<file path="config.mk">
export PLATFORM = sky130hd
export DESIGN_NAME = hkl_fifo
export DESIGN_NICKNAME = d
export VERILOG_FILES = /design/src/hdl/hkl_pkg.sv /design/src/hdl/hkl_fifo.sv
export SDC_FILE = /design/constraint.sdc
export NUM_CORES = 1
export LEC_CHECK = 0
export ABC_AREA = 1
export ABC_CLOCK_PERIOD_IN_PS = 1530
export BUFFER_PORTS_ARGS = -buffer_cell sky130_fd_sc_hd__buf_4
export CAP_MARGIN = 20
export CORE_MARGIN = 5
export CORE_UTILIZATION = 49
export DETAILED_ROUTE_END_ITERATION = 8
export PLACE_DENSITY = 0.73
export SYNTH_ARGS = -nofsm -noshare
export SYNTH_HDL_FRONTEND = slang
export SYNTH_SLANG_ARGS = --single-unit
</file>
<file path="constraint.sdc">
create_clock -name clk -period 1.53 [get_ports clk]
set_input_delay 0.306 -clock clk [delete_from_list [all_inputs] [get_ports clk]]
set_output_delay 0.306 -clock clk [all_outputs]
set_load 0.02 [all_outputs]
</file>
<file path="src/hdl/hkl_pkg.sv">
// shared types and constants for the histogram kl divergence block
`timescale 1ns / 1ps
package hkl_pkg;

  localparam int MANT_BITS = 30;
  localparam logic [31:0] LN2_Q32 = 32'hB17217F8;
  localparam int LN2_BITS = 32;
  localparam int CNT_W = 32;
  localparam int TOTAL_W = 40;
  localparam int SUM_W = 48;
  localparam int CFG_IDX_W = 4;
  localparam logic [63:0] SUM_MAX = 64'h0000_7FFF_FFFF_FFFF;

  localparam logic [CFG_IDX_W-1:0] CFG_TOTAL_REF = 4'd0;
  localparam logic [CFG_IDX_W-1:0] CFG_TOTAL_CAND = 4'd1;

  typedef struct packed {
    logic term_en;
    logic final_bin;
    logic overflow;
  } hkl_flags_t;

  typedef enum logic [1:0] {
    FR_IDLE,
    FR_DIV,
    FR_PUSH
  } hkl_front_state_t;

  typedef enum logic [3:0] {
    BK_IDLE,
    BK_NORM,
    BK_LOG,
    BK_DIFF,
    BK_MLN,
    BK_MID,
    BK_MTERM,
    BK_ACC,
    BK_EMIT
  } hkl_back_state_t;

endpackage

</file>
<file path="src/hdl/hkl_fifo.sv">
// short queue between the front and back ends
`timescale 1ns / 1ps
module hkl_fifo import hkl_pkg::*; #(
  parameter int WIDTH = 8,
  parameter int DEPTH = 2
) (
  input  logic             clk,
  input  logic             rst_n,
  input  logic             push_valid,
  output logic             push_ready,
  input  logic [WIDTH-1:0] push_data,
  output logic             pop_valid,
  input  logic             pop_ready,
  output logic [WIDTH-1:0] pop_data
);

  localparam int PTR_W = (DEPTH > 1) ? $clog2(DEPTH) : 1;
  localparam int CNT_W_Q = $clog2(DEPTH + 1);

  logic [WIDTH-1:0]   mem_r [DEPTH];
  logic [PTR_W-1:0]   wptr_r, rptr_r;
  logic [CNT_W_Q-1:0] count_r;
  logic               do_push, do_pop;

  assign push_ready = count_r != CNT_W_Q'(DEPTH);
  assign pop_valid  = count_r != '0;
  assign pop_data   = mem_r[rptr_r];
  assign do_push    = push_valid && push_ready;
  assign do_pop     = pop_valid && pop_ready;

  always_ff @(posedge clk) begin
    if (do_push) mem_r[wptr_r] <= push_data;
  end

  always_ff @(posedge clk) begin
    if (!rst_n) begin
      wptr_r  <= '0;
      rptr_r  <= '0;
      count_r <= '0;
    end else begin
      if (do_push) wptr_r <= (wptr_r == PTR_W'(DEPTH - 1)) ? '0 : wptr_r + 1'b1;
      if (do_pop)  rptr_r <= (rptr_r == PTR_W'(DEPTH - 1)) ? '0 : rptr_r + 1'b1;
      case ({do_push, do_pop})
        2'b10:   count_r <= count_r + 1'b1;
        2'b01:   count_r <= count_r - 1'b1;
        default: ;
      endcase
    end
  end

  a_count_bounded: assert property (@(posedge clk) disable iff (!rst_n)
    count_r <= CNT_W_Q'(DEPTH))
    else $error("queue fill beyond depth");

endmodule

</file>
Word-level counts from Yosys, hierarchy flattened
Memory sizes are Yosys's and may differ from the RTL's. A register that Yosys moved wholly into a read port is not among the register bits.
Index checks and enable logic that the tools add are counted.
{"block": "totals", "register_bits": 4, "ramBits": 16, "inputBits": 12, "output_inout_bits": 10, "memories": 1}
{"name": "mem_r", "depth": 2, "width": 8, "rd": 1, "rd_clocked_by_memory_dff": 1, "wr": 1, "line_no": "hkl_fifo.sv:20", "text": "logic [WIDTH-1:0] mem_r [DEPTH];"}
{"block": "classes", "n_addsub": 4, "n_eq_ne": 3, "mux": 7, "reduce_logical": 4}
{"operator": "$mux 1", "n": 6}
{"operator": "$pmux 2 s2", "n": 1}
{"operator": "$reduce_bool 2->1", "n": 2}
{"operator": "$add 1x1->1 const B", "n": 2}
{"operator": "$add 2x1->2 const B", "n": 1}
{"operator": "$eq 2x1->1 const B", "n": 1}
{"operator": "$eq 2x2->1 const B", "n": 1}
{"operator": "$logic_and 1x1->1", "n": 2}
{"operator": "$ne 2x2->1 const B", "n": 1}
{"operator": "$sub 2x1->2 const B", "n": 1}

Logic depth before layout (Yosys ltp)
{"block": "depth", "word_depth": 4, "ltp_mapped": 9}

Worst setup path before layout
No wires, ideal clock.
{"block": "synth_timing", "kind": "reg2reg", "from": "reg count_r[0]", "to": "mem mem_r[0][0] (enable)", "arrival_time_ns": 0.977, "t_required_ns": 1.160, "setup_slack_ns": 0.182, "stages_incl_launch_ff": 5, "path_buffers": 0, "cell_sequence": "dfxtp_1 inv_2 nand2_4 nand2_4 nor2_1"}
{"block": "synth_between", "elab_chain_cells": 4}
{"item": "from (decl)", "line_no": "hkl_fifo.sv:22", "text": "logic [CNT_W_Q-1:0] count_r;"}
{"item": "from (signal assigned)", "line_no": "hkl_fifo.sv:44", "text": "2'b10: count_r <= count_r + 1'b1;"}
{"item": "from (signal assigned)", "line_no": "hkl_fifo.sv:45", "text": "2'b01: count_r <= count_r - 1'b1;"}
{"item": "$ne 2x2->1", "line_no": "hkl_fifo.sv:25", "text": "assign push_ready = count_r != CNT_W_Q'(DEPTH);"}
{"item": "net push_ready", "line_no": "hkl_fifo.sv:10", "text": "output logic push_ready,"}
{"item": "$logic_and 1x1->1", "line_no": "hkl_fifo.sv:28", "text": "assign do_push = push_valid && push_ready;"}
{"item": "$mux 1", "line_no": "hkl_fifo.sv:32", "text": "if (do_push) mem_r[wptr_r] <= push_data;"}
{"item": "$mux 1 (not written as such)", "line_no": "hkl_fifo.sv:32"}
{"item": "to (decl)", "line_no": "hkl_fifo.sv:20"}
The timed path passes the listed nets, and every way through them passes these cells.

==> results.sh <==
export IMPL_firstDrtPassIters=3
export IMPL_place_ws_ps=170
export IMPL_use_met1_pct=12.1
export IMPL_synth_area_mux_share_pct=10.7
export IMPL_crit_type="reg2out"
export IMPL_cts_setup_buffers=0
export IMPL_synth_xor_area_share_pct=0
export IMPL_cp_cell_sequence="mux2_4 > buf_6"
export IMPL_drc_errors=0
export IMPL_hold_path_class="in2reg"
export IMPL_arrival_ps=1210
export IMPL_final_setup_viol_count=0
export IMPL_cp_required_ps=1220
export IMPL_ios=22
export IMPL_syn_avg_cell_area_sq_um=13.8
export IMPL_max_slew_margin_pct=85.5
export IMPL_avgViaCountPerCell=5.06
export IMPL_synth_compound_area_share_pct=2.24
export IMPL_power_density_mw_per_mm2=1380
export IMPL_antenna_found_initial=0
export IMPL_cts_root_buf="clkbuf_4"
export IMPL_n_antenna_cell=0
export IMPL_drive_above_1_share_pct=52.3
export IMPL_htree_levels=1
export IMPL_route_vias_total=531
export IMPL_cap_viol_max_count=0
export IMPL_final_setup_worst_slack_ps=15.1
export IMPL_syn_num_nets=74
export IMPL_cts_made_buffers=3
export IMPL_drt_initial_drc_count=1
export IMPL_p_leak_nw=0.480
export IMPL_rsz0062_at_grt="yes"
export IMPL_clk_latency_ps=290
export IMPL_busiest_layer="met2"
export IMPL_synthAdderAreaFrac_pct=1.49
export IMPL_final_cells=105
export IMPL_synth_most_common_cell="edfxtp_1"
export IMPL_grt_max_degree=13
export IMPL_synth_top_area_share_pct=57.2
export IMPL_portBuffers=21
export IMPL_grt_pass1_vias=563
export IMPL_drt_wl_total_microns=1320
export IMPL_num_rows=15
export IMPL_yosys_area_top_type="edfxtp_1"
export IMPL_fp_coreArea_sq_mm=0.00167
export IMPL_multi_input_area_sq_um=265
export IMPL_yosys_register_bits=21
export IMPL_cts_sinks=21
export IMPL_detail_route_antenna_nets=0
export IMPL_register_area_sq_um=584
export IMPL_period_share_pct=99.0
export IMPL_met3_usage_pct=4.08
export IMPL_timing_fmax_mhz=660
export IMPL_synth_top_family_by_area="simple AND/OR/NAND/NOR gates"
export IMPL_async_flop_share_pct=0
export IMPL_postSynthCellCount=61
export IMPL_die_y_microns=51.4
export IMPL_yosysUniqueCellTypes=17
export IMPL_reg2reg_slack_ps=200
export IMPL_status="finished, final reports clean"
export IMPL_wl_per_cell_microns=12.6
export IMPL_synth_commonest_cells="edfxtp_1, mux2_2, nor2_1"
export IMPL_crit_path_max_incr_delay_ps=460
export IMPL_cp_max_fo=8
export IMPL_cts_tree="done"
export IMPL_area_growth_syn_to_layout_pct=34.3
export IMPL_grt_first_pass_wirelength_microns=2210
export IMPL_die_width_microns=51.4
export IMPL_clockBufferDepth=2
export IMPL_use_met2_pct=20.1
export IMPL_synth_edf_count=16
export IMPL_synth_area_sq_um=840
export IMPL_fill_cells=121
export IMPL_nets=102
export IMPL_ir_drop_v=0.000912
export IMPL_yosysWarnings=0
export IMPL_synth_area_leaders="edfxtp_1, dfxtp_1, mux2_2"
export IMPL_grt_overflow_total=0
export IMPL_fin_crit_ps=1510
export IMPL_gp_congestion=0.663
export IMPL_hold_buffers=0
export IMPL_dp_cells=101
export IMPL_start_util_pct=50.3
export IMPL_worstMarginPinSlew_ps=217
export IMPL_finalPower_mw=1.56
export IMPL_synth_simple_area_share_pct=13.6
export IMPL_clk_pin_slew_worst_paths_ps=110
export IMPL_synthFlopType="edfxtp_1"
export IMPL_grt_usage_pct=11.6
export IMPL_hold_viol=0
export IMPL_skew_ps=0.662
export IMPL_cp_slowest_cell="dfxtp_4"
export IMPL_start_kind="flip-flop"
export IMPL_crit_path_end_kind="output pin"
export IMPL_die_area_sq_mm=0.00264
export IMPL_dpl_hpwl_microns=1000
export IMPL_yosysSeqAreaShare_pct=69.2
export IMPL_drv_slew=0
export IMPL_whs_ps=188
==> stage by stage <==
stage	area (sq um)	utilization (%)	TNS (ps)
floorplan	840	-	0
global placement	1040	62.0	0
detailed placement	1040	62.0	0
CTS	1070	63.9	-69.8
global route	1130	67.5	-240
finish	1130	67.5	0
==> state kept, by name (all words and copies together), names as in the netlist, named ones only <==
name / flops
count_r: 2
mem_r: 16
rptr_r: 1
wptr_r: 1
==> layout make-up <==
class,instances,share of cell area (%)
Multi-Input combinational cell,34,23.5
Tap cell,17,1.89
Inverter,5,1.66
Clock buffer,3,2.00
Clock inverter,1,0.444
Sequential cell,21,51.8
Timing Repair Buffer,24,18.6
==> timing repair <==
item                                    in CTS  in global routing
resized for setup                            2                 16
endpoints found under the setup margin       8                  8
pin swaps                                    0                  0
endpoints found under the hold margin        0                  0
==> path summary, 6_finish.rpt <==
kind,endpoint,cells after the start,from
worst max-delay path,pop_data[3],2,flip-flop
worst min-delay path,mem_r[1][3],1,push_data[3]
worst max register to register,count_r[1],7,count_r[1]
worst min register to register,rptr_r,2,rptr_r
==> per-layer routing <==
layer / share of wire, % / wire length, microns / vias to the layer above
li1: - / - / 264
met1: 43 / 569 / 255
met5: 0 / 0 / -
met3: 4.8 / 63 / 0
met4: 0 / 0 / 0
met2: 52 / 692 / 12
==> report_power, final <==
group	total [mW]	leakage (nW)	switching (mW)	internal [mW]
Clock	0.252	0.0177	0.155	0.0972
Sequential	0.767	0.192	0.0640	0.703
Combinational	0.541	0.270	0.261	0.280
==> critical path: cells and delay by family (launching register included) <==
kind,cells,cell delay (ps)
buffers and inverters,1,130
muxes,1,330
DFF,1,460
==> kinds of logic (layout without fill, tap and decap cells) <==
kind of cell | Yosys count | after routing
AO/OA/AOI/OAI | 3 | 3
adder cells (fa/ha/maj) | 1 | 1
buffers and inverters | 6 | 33
flip-flops | 21 | 21
multiplexers | 8 | 8
AND/OR/NAND/NOR | 22 | 22
==> cell usage in the layout (no fill, tap or decap), types with 2 or more instances in the layout <==
cell and n:
buf_4 16, edfxtp_1 16, mux2_4 8, nor2_1 8, buf_6 8, nand2_1 5
inv_1 4, dfxtp_1 4, nand2_2 3, clkbuf_4 3, nand2_4 2, nor2_2 2
Note: power is estimated with default switching activity, not from simulation.
