[config.mk]
export PLATFORM = sky130hd
export DESIGN_NAME = hkl_front_flat
export DESIGN_NICKNAME = d
export VERILOG_FILES = /design/src/hdl/hkl_pkg.sv /design/src/hdl/hkl_if.sv /design/src/hdl/hkl_front.sv /design/src/flat_wrapper.sv
export SDC_FILE = /design/constraint.sdc
export NUM_CORES = 1
export LEC_CHECK = 0
export BUFFER_PORTS_ARGS = -buffer_cell sky130_fd_sc_hd__buf_2
export CORE_MARGIN = 1
export CORE_UTILIZATION = 50
export DETAILED_ROUTE_END_ITERATION = 7
export PLACE_DENSITY = 0.76
export SLEW_MARGIN = 20
export SYNTH_ARGS = -nofsm -noshare
export SYNTH_HDL_FRONTEND = slang
export SYNTH_SLANG_ARGS = --single-unit
[constraint.sdc]
create_clock -name clk -period 9 [get_ports clk]
set_clock_uncertainty 0.2 [all_clocks]
set_input_delay 0.9 -clock clk [delete_from_list [all_inputs] [get_ports clk]]
set_output_delay 0.9 -clock clk [all_outputs]
set_load 0.005 [all_outputs]
[src/hdl/hkl_pkg.sv]
// shared types and constants for the histogram kl divergence block
`timescale 1ns / 1ps
package hkl_pkg;

  localparam int MANT_BITS = 30;
  localparam logic [31:0] LN2_Q32 = 32'hB17217F8;
  localparam int LN2_BITS = 32;
  localparam int CNT_W = 32;
  localparam int TOTAL_W = 40;
  localparam int SUM_W = 48;
  localparam int CFG_IDX_W = 4;
  localparam logic [63:0] SUM_MAX = 64'h0000_7FFF_FFFF_FFFF;

  localparam logic [CFG_IDX_W-1:0] CFG_TOTAL_REF = 4'd0;
  localparam logic [CFG_IDX_W-1:0] CFG_TOTAL_CAND = 4'd1;

  typedef struct packed {
    logic term_en;
    logic final_bin;
    logic overflow;
  } hkl_flags_t;

  typedef enum logic [1:0] {
    FR_IDLE,
    FR_DIV,
    FR_PUSH
  } hkl_front_state_t;

  typedef enum logic [3:0] {
    BK_IDLE,
    BK_NORM,
    BK_LOG,
    BK_DIFF,
    BK_MLN,
    BK_MID,
    BK_MTERM,
    BK_ACC,
    BK_EMIT
  } hkl_back_state_t;

endpackage

[src/hdl/hkl_if.sv]
// request channel interfaces for the histogram kl divergence block
`timescale 1ns / 1ps
interface hkl_in_if import hkl_pkg::*; ();
  logic             valid;
  logic             ready;
  logic [CNT_W-1:0] reference_count;
  logic [CNT_W-1:0] candidate_count;
  logic             final_bin;
  modport source(output valid, reference_count, candidate_count, final_bin, input ready);
  modport sink(input valid, reference_count, candidate_count, final_bin, output ready);
endinterface


interface hkl_cfg_if import hkl_pkg::*; ();
  logic                 valid;
  logic                 ready;
  logic [CFG_IDX_W-1:0] index;
  logic [TOTAL_W-1:0]   data;
  modport source(output valid, index, data, input ready);
  modport sink(input valid, index, data, output ready);
endinterface

[src/hdl/hkl_front.sv]
// front end: bin counting, overflow marking and normalising division
`timescale 1ns / 1ps
module hkl_front import hkl_pkg::*; #(
  parameter int FRAC_BITS = 32,
  parameter int MAX_BINS  = 2048
) (
  input  logic                 clk,
  input  logic                 rst_n,
  hkl_in_if.sink               in_ch,
  hkl_cfg_if.sink              cfg_ch,
  output logic                 push_valid,
  input  logic                 push_ready,
  output logic [FRAC_BITS-1:0] push_p,
  output logic [FRAC_BITS-1:0] push_q,
  output hkl_flags_t           push_flags
);

  localparam int BIN_W  = $clog2(MAX_BINS + 1);
  localparam int ITER_W = $clog2(FRAC_BITS + 1);
  localparam logic [FRAC_BITS-1:0] FULL = '1;

  hkl_front_state_t     state_r, state_nxt;
  logic [TOTAL_W-1:0]   tot_ref_r, tot_cand_r;
  logic [TOTAL_W-1:0]   rem_p_r, rem_q_r;
  logic [FRAC_BITS-1:0] quo_p_r, quo_q_r;
  logic                 zero_p_r, zero_q_r, full_p_r, full_q_r;
  logic                 final_r, skip_r;
  logic [ITER_W-1:0]    iter_r;
  logic [BIN_W-1:0]     bins_r;
  logic                 ovf_r;

  logic               accept;
  logic               div_last;
  logic [TOTAL_W:0]   sh_p, sh_q;
  logic               ge_p, ge_q;
  logic [TOTAL_W-1:0] rem_p_nxt, rem_q_nxt;

  assign cfg_ch.ready = 1'b1;

  always_ff @(posedge clk) begin
    if (!rst_n) begin
      tot_ref_r  <= TOTAL_W'(1);
      tot_cand_r <= TOTAL_W'(1);
    end else if (cfg_ch.valid) begin
      case (cfg_ch.index)
        CFG_TOTAL_REF:  tot_ref_r  <= cfg_ch.data;
        CFG_TOTAL_CAND: tot_cand_r <= cfg_ch.data;
        default: ;
      endcase
    end
  end

  assign accept   = in_ch.valid && in_ch.ready;
  assign div_last = (iter_r == ITER_W'(FRAC_BITS - 1));

  // one restoring step per lane
  always_comb begin
    sh_p      = {rem_p_r, 1'b0};
    sh_q      = {rem_q_r, 1'b0};
    ge_p      = sh_p >= {1'b0, tot_ref_r};
    ge_q      = sh_q >= {1'b0, tot_cand_r};
    rem_p_nxt = ge_p ? TOTAL_W'(sh_p - {1'b0, tot_ref_r}) : sh_p[TOTAL_W-1:0];
    rem_q_nxt = ge_q ? TOTAL_W'(sh_q - {1'b0, tot_cand_r}) : sh_q[TOTAL_W-1:0];
  end

  always_comb begin
    state_nxt = state_r;
    case (state_r)
      FR_IDLE: begin
        if (accept) state_nxt = (bins_r >= BIN_W'(MAX_BINS)) ? FR_PUSH : FR_DIV;
      end
      FR_DIV: begin
        if (div_last) state_nxt = FR_PUSH;
      end
      FR_PUSH: begin
        if (push_ready) state_nxt = FR_IDLE;
      end
      default: state_nxt = FR_IDLE;
    endcase
  end

  always_comb begin
    in_ch.ready = 1'b0;
    push_valid  = 1'b0;
    case (state_r)
      FR_IDLE: in_ch.ready = 1'b1;
      FR_PUSH: push_valid  = 1'b1;
      default: ;
    endcase
  end

  always_comb begin
    push_p = zero_p_r ? '0 : (full_p_r ? FULL : quo_p_r);
    push_q = zero_q_r ? '0 : (full_q_r ? FULL : quo_q_r);
    push_flags.term_en   = !skip_r && (push_p != '0) && (push_q != '0);
    push_flags.final_bin = final_r;
    push_flags.overflow  = ovf_r;
  end

  always_ff @(posedge clk) begin
    if (!rst_n) begin
      state_r <= FR_IDLE;
      bins_r  <= '0;
      ovf_r   <= 1'b0;
    end else begin
      state_r <= state_nxt;
      if (accept) begin
        if (bins_r >= BIN_W'(MAX_BINS)) ovf_r <= 1'b1;
        else                            bins_r <= bins_r + 1'b1;
      end
      if (push_valid && push_ready && final_r) begin
        bins_r <= '0;
        ovf_r  <= 1'b0;
      end
    end
  end

  always_ff @(posedge clk) begin
    if (accept) begin
      rem_p_r  <= TOTAL_W'(in_ch.reference_count);
      rem_q_r  <= TOTAL_W'(in_ch.candidate_count);
      zero_p_r <= in_ch.reference_count == '0;
      zero_q_r <= in_ch.candidate_count == '0;
      full_p_r <= TOTAL_W'(in_ch.reference_count) >= tot_ref_r;
      full_q_r <= TOTAL_W'(in_ch.candidate_count) >= tot_cand_r;
      final_r  <= in_ch.final_bin;
      skip_r   <= bins_r >= BIN_W'(MAX_BINS);
      iter_r   <= '0;
    end else if (state_r == FR_DIV) begin
      rem_p_r <= rem_p_nxt;
      rem_q_r <= rem_q_nxt;
      quo_p_r <= {quo_p_r[FRAC_BITS-2:0], ge_p};
      quo_q_r <= {quo_q_r[FRAC_BITS-2:0], ge_q};
      iter_r  <= iter_r + 1'b1;
    end
  end

  a_bins_bounded: assert property (@(posedge clk) disable iff (!rst_n)
    bins_r <= BIN_W'(MAX_BINS))
    else $error("bin counter beyond maximum");

endmodule

[src/flat_wrapper.sv]
// flat-port wrapper written by rule: the top's interface ports become plain ports
module hkl_front_flat import hkl_pkg::*;
#(
  parameter int FRAC_BITS = 32,
  parameter int MAX_BINS  = 2048
)
  (clk, rst_n, push_valid, push_ready, push_p, push_q, push_flags, in_ch_valid, in_ch_reference_count, in_ch_candidate_count, in_ch_final_bin, in_ch_ready, cfg_ch_valid, cfg_ch_index, cfg_ch_data, cfg_ch_ready);
  hkl_in_if in_ch_i ();
  hkl_cfg_if cfg_ch_i ();
  input  logic clk;
  input  logic rst_n;
  output logic push_valid;
  input  logic push_ready;
  output logic [FRAC_BITS-1:0] push_p;
  output logic [FRAC_BITS-1:0] push_q;
  output hkl_flags_t push_flags;
  input wire logic [$bits(in_ch_i.valid)-1:0] in_ch_valid;
  input wire logic [$bits(in_ch_i.reference_count)-1:0] in_ch_reference_count;
  input wire logic [$bits(in_ch_i.candidate_count)-1:0] in_ch_candidate_count;
  input wire logic [$bits(in_ch_i.final_bin)-1:0] in_ch_final_bin;
  output wire logic [$bits(in_ch_i.ready)-1:0] in_ch_ready;
  input wire logic [$bits(cfg_ch_i.valid)-1:0] cfg_ch_valid;
  input wire logic [$bits(cfg_ch_i.index)-1:0] cfg_ch_index;
  input wire logic [$bits(cfg_ch_i.data)-1:0] cfg_ch_data;
  output wire logic [$bits(cfg_ch_i.ready)-1:0] cfg_ch_ready;
  assign in_ch_i.valid = in_ch_valid;
  assign in_ch_i.reference_count = in_ch_reference_count;
  assign in_ch_i.candidate_count = in_ch_candidate_count;
  assign in_ch_i.final_bin = in_ch_final_bin;
  assign in_ch_ready = in_ch_i.ready;
  assign cfg_ch_i.valid = cfg_ch_valid;
  assign cfg_ch_i.index = cfg_ch_index;
  assign cfg_ch_i.data = cfg_ch_data;
  assign cfg_ch_ready = cfg_ch_i.ready;
  hkl_front #(.FRAC_BITS(FRAC_BITS), .MAX_BINS(MAX_BINS)) u_core (.clk(clk), .rst_n(rst_n), .in_ch(in_ch_i), .cfg_ch(cfg_ch_i), .push_valid(push_valid), .push_ready(push_ready), .push_p(push_p), .push_q(push_q), .push_flags(push_flags));
endmodule
# ---- Word level (Yosys, flattened, before mapping)
# Index checks and enable logic that the tools add are counted.
dict set report op_classes {
  mux 17
  eq_ne 7
  n_bitwise 3
  n_reduce_logical 20
  n_lt_le_gt_ge 5
  n_addsub 4
}
# operator count
set op_table {}
lappend op_table {{$mux W32} 8}
lappend op_table {{$ge A41 B40 Y1} 2}
lappend op_table {{$ge A32 B40 Y1} 2}
lappend op_table {{$mux W40} 2}
lappend op_table {{$sub A40 B40 Y40} 2}
lappend op_table {{$logic_not A32 Y1} 2}
lappend op_table {{$reduce_bool A32 Y1} 2}
lappend op_table {{$add A12 B1 Y12 const B} 1}
lappend op_table {{$ge A12 B12 Y1 const B} 1}
lappend op_table {{$reduce_and A2 Y1} 5}
lappend op_table {{$mux W2} 4}
lappend op_table {{$add A6 B1 Y6 const B} 1}
lappend op_table {{$eq A6 B5 Y1 const B} 1}
lappend op_table {{$pmux W2 S3} 1}
lappend op_table {{$logic_and A1 B1 Y1} 5}
lappend op_table {{$eq A4 B1 Y1 const B} 1}
lappend op_table {{$logic_not A4 Y1} 1}
lappend op_table {{$ne A2 B1 Y1 const B} 2}
lappend op_table {{$not A1 Y1} 3}
lappend op_table {{$reduce_and A3 Y1} 1}
lappend op_table {{$eq A2 B1 Y1 const B} 1}
lappend op_table {{$eq A2 B2 Y1 const B} 1}
lappend op_table {{$logic_not A2 Y1} 1}
lappend op_table {{$mux W1} 2}
lappend op_table {{other kinds (4)} 4}
dict set report word_totals {
  input_bits 114
  wordCells 74
  out_inout_bits 70
  regBits 251
}

# ---- Longest topological paths before layout
dict set report depth {
  depth_word 5
  depth_mapped 15
  mapped_depth_nobuf 13
}

# ---- Worst setup path before layout
# No wires, ideal clock.
dict set report synth_timing {
  kind {register -> register}
  startpoint {register u_core.state_r[1]}
  endpoint {register u_core.rem_p_r[38]}
  t_required_ns 8.721
  period_less_slack_ns 3.690
  stages_incl_launch_ff 8
  setup_time_ns 0.079
  arrival_time_ns 3.411
  setup_slack_ns 5.310
  n_path_buf 3
  path_cell_list {dfxtp_1 > nand2b_1 > clkbuf_1 > inv_1 > clkbuf_1 > buf_1 > o21ai_0 > o21ai_1}
}
dict set report synth_between {
  elab_chain_cells 3
  elab_cells_between_ends 4
  cone_classes {eq/ne (1); mux (1); reduce/logical (2)}
}
# element line
set synth_rtl {}
lappend synth_rtl {{start, declared} hkl_front.sv:22} ;# hkl_front_state_t state_r, state_nxt;
lappend synth_rtl {{start signal, assigned} hkl_front.sv:106} ;# state_r <= state_nxt;
lappend synth_rtl {{$logic_not A2 Y1} hkl_front.sv:85} ;# case (state_r)
lappend synth_rtl {{$mux W1} hkl_front.sv:85}
lappend synth_rtl {{$logic_and A1 B1 Y1} hkl_front.sv:53} ;# assign accept = in_ch.valid && in_ch.ready;
lappend synth_rtl {{end signal, assigned} hkl_front.sv:120} ;# rem_p_r <= TOTAL_W'(in_ch.reference_count);
lappend synth_rtl {{end signal, assigned} hkl_front.sv:130} ;# rem_p_r <= rem_p_nxt;
lappend synth_rtl {{end, declared} hkl_front.sv:24} ;# logic [TOTAL_W-1:0] rem_p_r, rem_q_r;
# Parallel ways exist; a longest one is shown, timed or not.
# A chain may end at the register's enable or synchronous reset.

==> impl_metrics.env <==
export IMPL_run_status="completed"
export IMPL_yosysUniqueCellTypes=79
export IMPL_globalplace_congestion=0.959
export IMPL_nFillCells=3003
export IMPL_place_detailed_hpwl_mm=34.7
export IMPL_synthesis_instances=2025
export IMPL_internal_power_mw=3.73
export IMPL_multi_input_area_um2=9660
export IMPL_start_util_pct=51.2
export IMPL_postRouteAntennaNets=0
export IMPL_cts_repair_timing_setup_buffer_count=0
export IMPL_cts_sink_count=251
export IMPL_cts_made_buffers=30
export IMPL_stdcell_count=2623
export IMPL_number_of_gates_resized_after_cts=0
export IMPL_mappedNetlistArea_um2=16800
export IMPL_detail_route_iter0_violations=1125
export IMPL_report_final_setup_viol=0
export IMPL_synth_largest_type_area_fraction_pct=23.9
export IMPL_power_ir_vdd_worst_uv=248
export IMPL_hold_viol_final=0
export IMPL_grt_antenna_before_repair=11
export IMPL_final_max_slew_violation_count=0
export IMPL_drt_wl_total_mm=46.5
export IMPL_final_setup_tns_ps=0
export IMPL_share_comb_of_total_power_pct=53.2
export IMPL_postSynthNetCount=2288
export IMPL_vias=15200
export IMPL_globalRouteTotalUtil_pct=26.8
export IMPL_crit_fanout=34
export IMPL_first_global_vias=14300
export IMPL_cp_data_arrival_time_ps=3220
export IMPL_global_route_overflow_total=0
export IMPL_clkSlewWorstSetupHoldPaths_ps=60
export IMPL_floorplan_rows=66
export IMPL_achievable_frequency_mhz=231
export IMPL_cts_path_max_buffers=3
export IMPL_relSlewSlack_pct=34.9
export IMPL_tritoncts="done"
export IMPL_final_period_utilization_pct=48.0
export IMPL_drc=0
export IMPL_seqPwrFrac_pct=26.4
export IMPL_core_area_um2=32900
export IMPL_grt_pass1_wl_mm=73.2
export IMPL_synth_yosys_seq_area_share_pct=37.8
export IMPL_ioPinCount=184
export IMPL_worstHoldPathType="reg2reg"
export IMPL_worst_r2r_setup_slack_ps=4940
export IMPL_p_leak_nw=7.40
export IMPL_via_cell_ratio=5.80
export IMPL_utilization_pct=58.2
export IMPL_fp_dieArea_um2=34400
export IMPL_drt_pass1_iterations=5
export IMPL_ys_seq_elements=251
export IMPL_finalNetCount=2416
export IMPL_cp_data_required_time_ps=7900
export IMPL_layout_cells_sized_above_1_pct=12.4
export IMPL_synth_edf_count=134
export IMPL_async_flop_share_pct=0
export IMPL_cell_with_the_most_instances_after_synthesis="nand2_1"
export IMPL_cts_htree_levels=1
export IMPL_power_per_cell_area_nw_per_um2=343
export IMPL_insertion_delay_ps=580
export IMPL_dp_cells=2563
export IMPL_post_drt_wl_per_cell_um=17.7
export IMPL_worst_setup_path_start_kind="register"
export IMPL_post_synth_top_area_cell="edfxtp_1"
export IMPL_power_switching_mw=2.83
export IMPL_worst_setup_path_type="reg2out"
export IMPL_power_switching_fraction_pct=43.2
export IMPL_ys_warnings_count=0
export IMPL_flow_area_growth_from_synthesis_pct=13.5
export IMPL_yosys_top_cells_area="edfxtp_1 24%, dfxtp_1 14%, ha_1 11%"
export IMPL_grt_setup_unrepaired="false"
export IMPL_post_synth_most_frequent_cells="333 x nand2_1, 252 x nor2_1, 147 x ha_1"
export IMPL_max_cap_violations=0
export IMPL_relative_contribution_of_the_clock_network_to_total_power_pct=20.4
export IMPL_cts_root_buf="clkbuf_16"
export IMPL_syn_avg_cell_area_um2=8.32
export IMPL_post_route_min_period_ps=4320
export IMPL_place_port_buffers=182
export IMPL_crit_path_end_kind="primary output"
export IMPL_post_cts_hold_buffer_count=0
export IMPL_ff_latch_area_um2=6370
export IMPL_fp_dieW_um=186
export IMPL_tightest_slew_ps=976
export IMPL_grt_start_max_net_pins=84
export IMPL_ys_flop_type="edfxtp_1"
export IMPL_die_height_um=186
==> metal layers <==
metal  vias up  GRT usage [%]  share of wire (%)
met5         -              0               0.19
met4        14           9.39                3.5
met3       102           6.14                7.5
met2       534           42.8                 44
met1      7082           35.5                 45
li1       7476              -                  -
==> cells by family after synthesis <==
logic type / synth area share, %
other cells: 0.0223
xor+xnor: 3.74
compound gates: 19.8
flops: 37.8
simple gates: 21.7
mux: 0.780
buf+inv: 4.94
fa+ha+maj: 11.2
==> cells in the final DEF (no fill, tap or decap), types with 35 or more instances in the layout <==
master | netlist | final
a21boi_0 | 84 | 84
dfxtp_1 | 117 | 117
nor2_1 | 252 | 252
a31oi_1 | 39 | 39
xor2_1 | 35 | 35
a21o_1 | 48 | 48
clkbuf_16 | 0 | 36
o21ai_0 | 84 | 84
a21oi_1 | 130 | 130
inv_1 | 106 | 104
xnor2_1 | 37 | 37
buf_2 | 13 | 182
edfxtp_1 | 134 | 134
nand4_1 | 40 | 40
nand2_1 | 333 | 331
ha_1 | 147 | 147
==> power groups by stage <==
stage / logic, mW / registers [mW] / clock network, mW
6_report: 3.49 / 1.73 / 1.34
5_1_grt: 3.88 / 1.76 / 1.40
4_1_cts: 3.45 / 1.73 / 1.35
3_5_place_dp: 3.43 / 1.75 / 0
3_3_place_gp: 3.37 / 1.74 / 0
2_1_floorplan: 2.76 / 1.69 / 0
==> path summary, 6_finish.rpt <==
kind                                      start                      endpoint  depth (start not counted)
max reg2reg  u_core.tot_cand_r[34]$_SDFFE_PN0P_   u_core.rem_q_r[1]$_DFFE_PP_                         12
min                u_core.quo_q_r[30]$_DFFE_PP_  u_core.quo_q_r[31]$_DFFE_PP_                          0
min reg2reg        u_core.quo_q_r[30]$_DFFE_PP_  u_core.quo_q_r[31]$_DFFE_PP_                          0
max                   u_core.zero_p_r$_DFFE_PP_                 push_flags[2]                          6
==> stage by stage <==
step	instance area (µm²)	worst slack, ps	hold WS [ps]	power [mW]
3_5_place_dp	18000	4990	234	5.18
5_1_grt	19100	4450	265	7.04
2_1_floorplan	16800	5310	227	4.45
3_3_place_gp	18000	5170	233	5.11
6_report	19100	4680	248	6.56
4_1_cts	19100	4650	250	6.53
==> area by class of cell <==
class | instances | area share (%)
Multi-Input combinational cell | 1566 | 50.5
Sequential cell | 251 | 33.3
Timing Repair Buffer | 195 | 5.28
Clock buffer | 39 | 4.88
Tap cell | 442 | 2.89
Inverter | 109 | 2.15
Clock inverter | 17 | 0.923
Antenna cell | 4 | 0.0524
==> state kept, by name, indices dropped and copies added (netlist names), 2 cells and up <==
register / cells
u_core.bins_r: 12
u_core.iter_r: 6
u_core.quo_p_r: 32
u_core.quo_q_r: 32
u_core.rem_p_r: 40
u_core.rem_q_r: 40
u_core.state_r: 2
u_core.tot_cand_r: 40
u_core.tot_ref_r: 40
==> critical path, stage by stage, from the launching register on <==
cell and delay [ps]:
edfxtp_1 980, nor2_1 140, or4_1 530, or4_1 470
nor4_1 310, a211oi_1 70, buf_2 140
No activity file was read; power rests on OpenSTA's default activity.
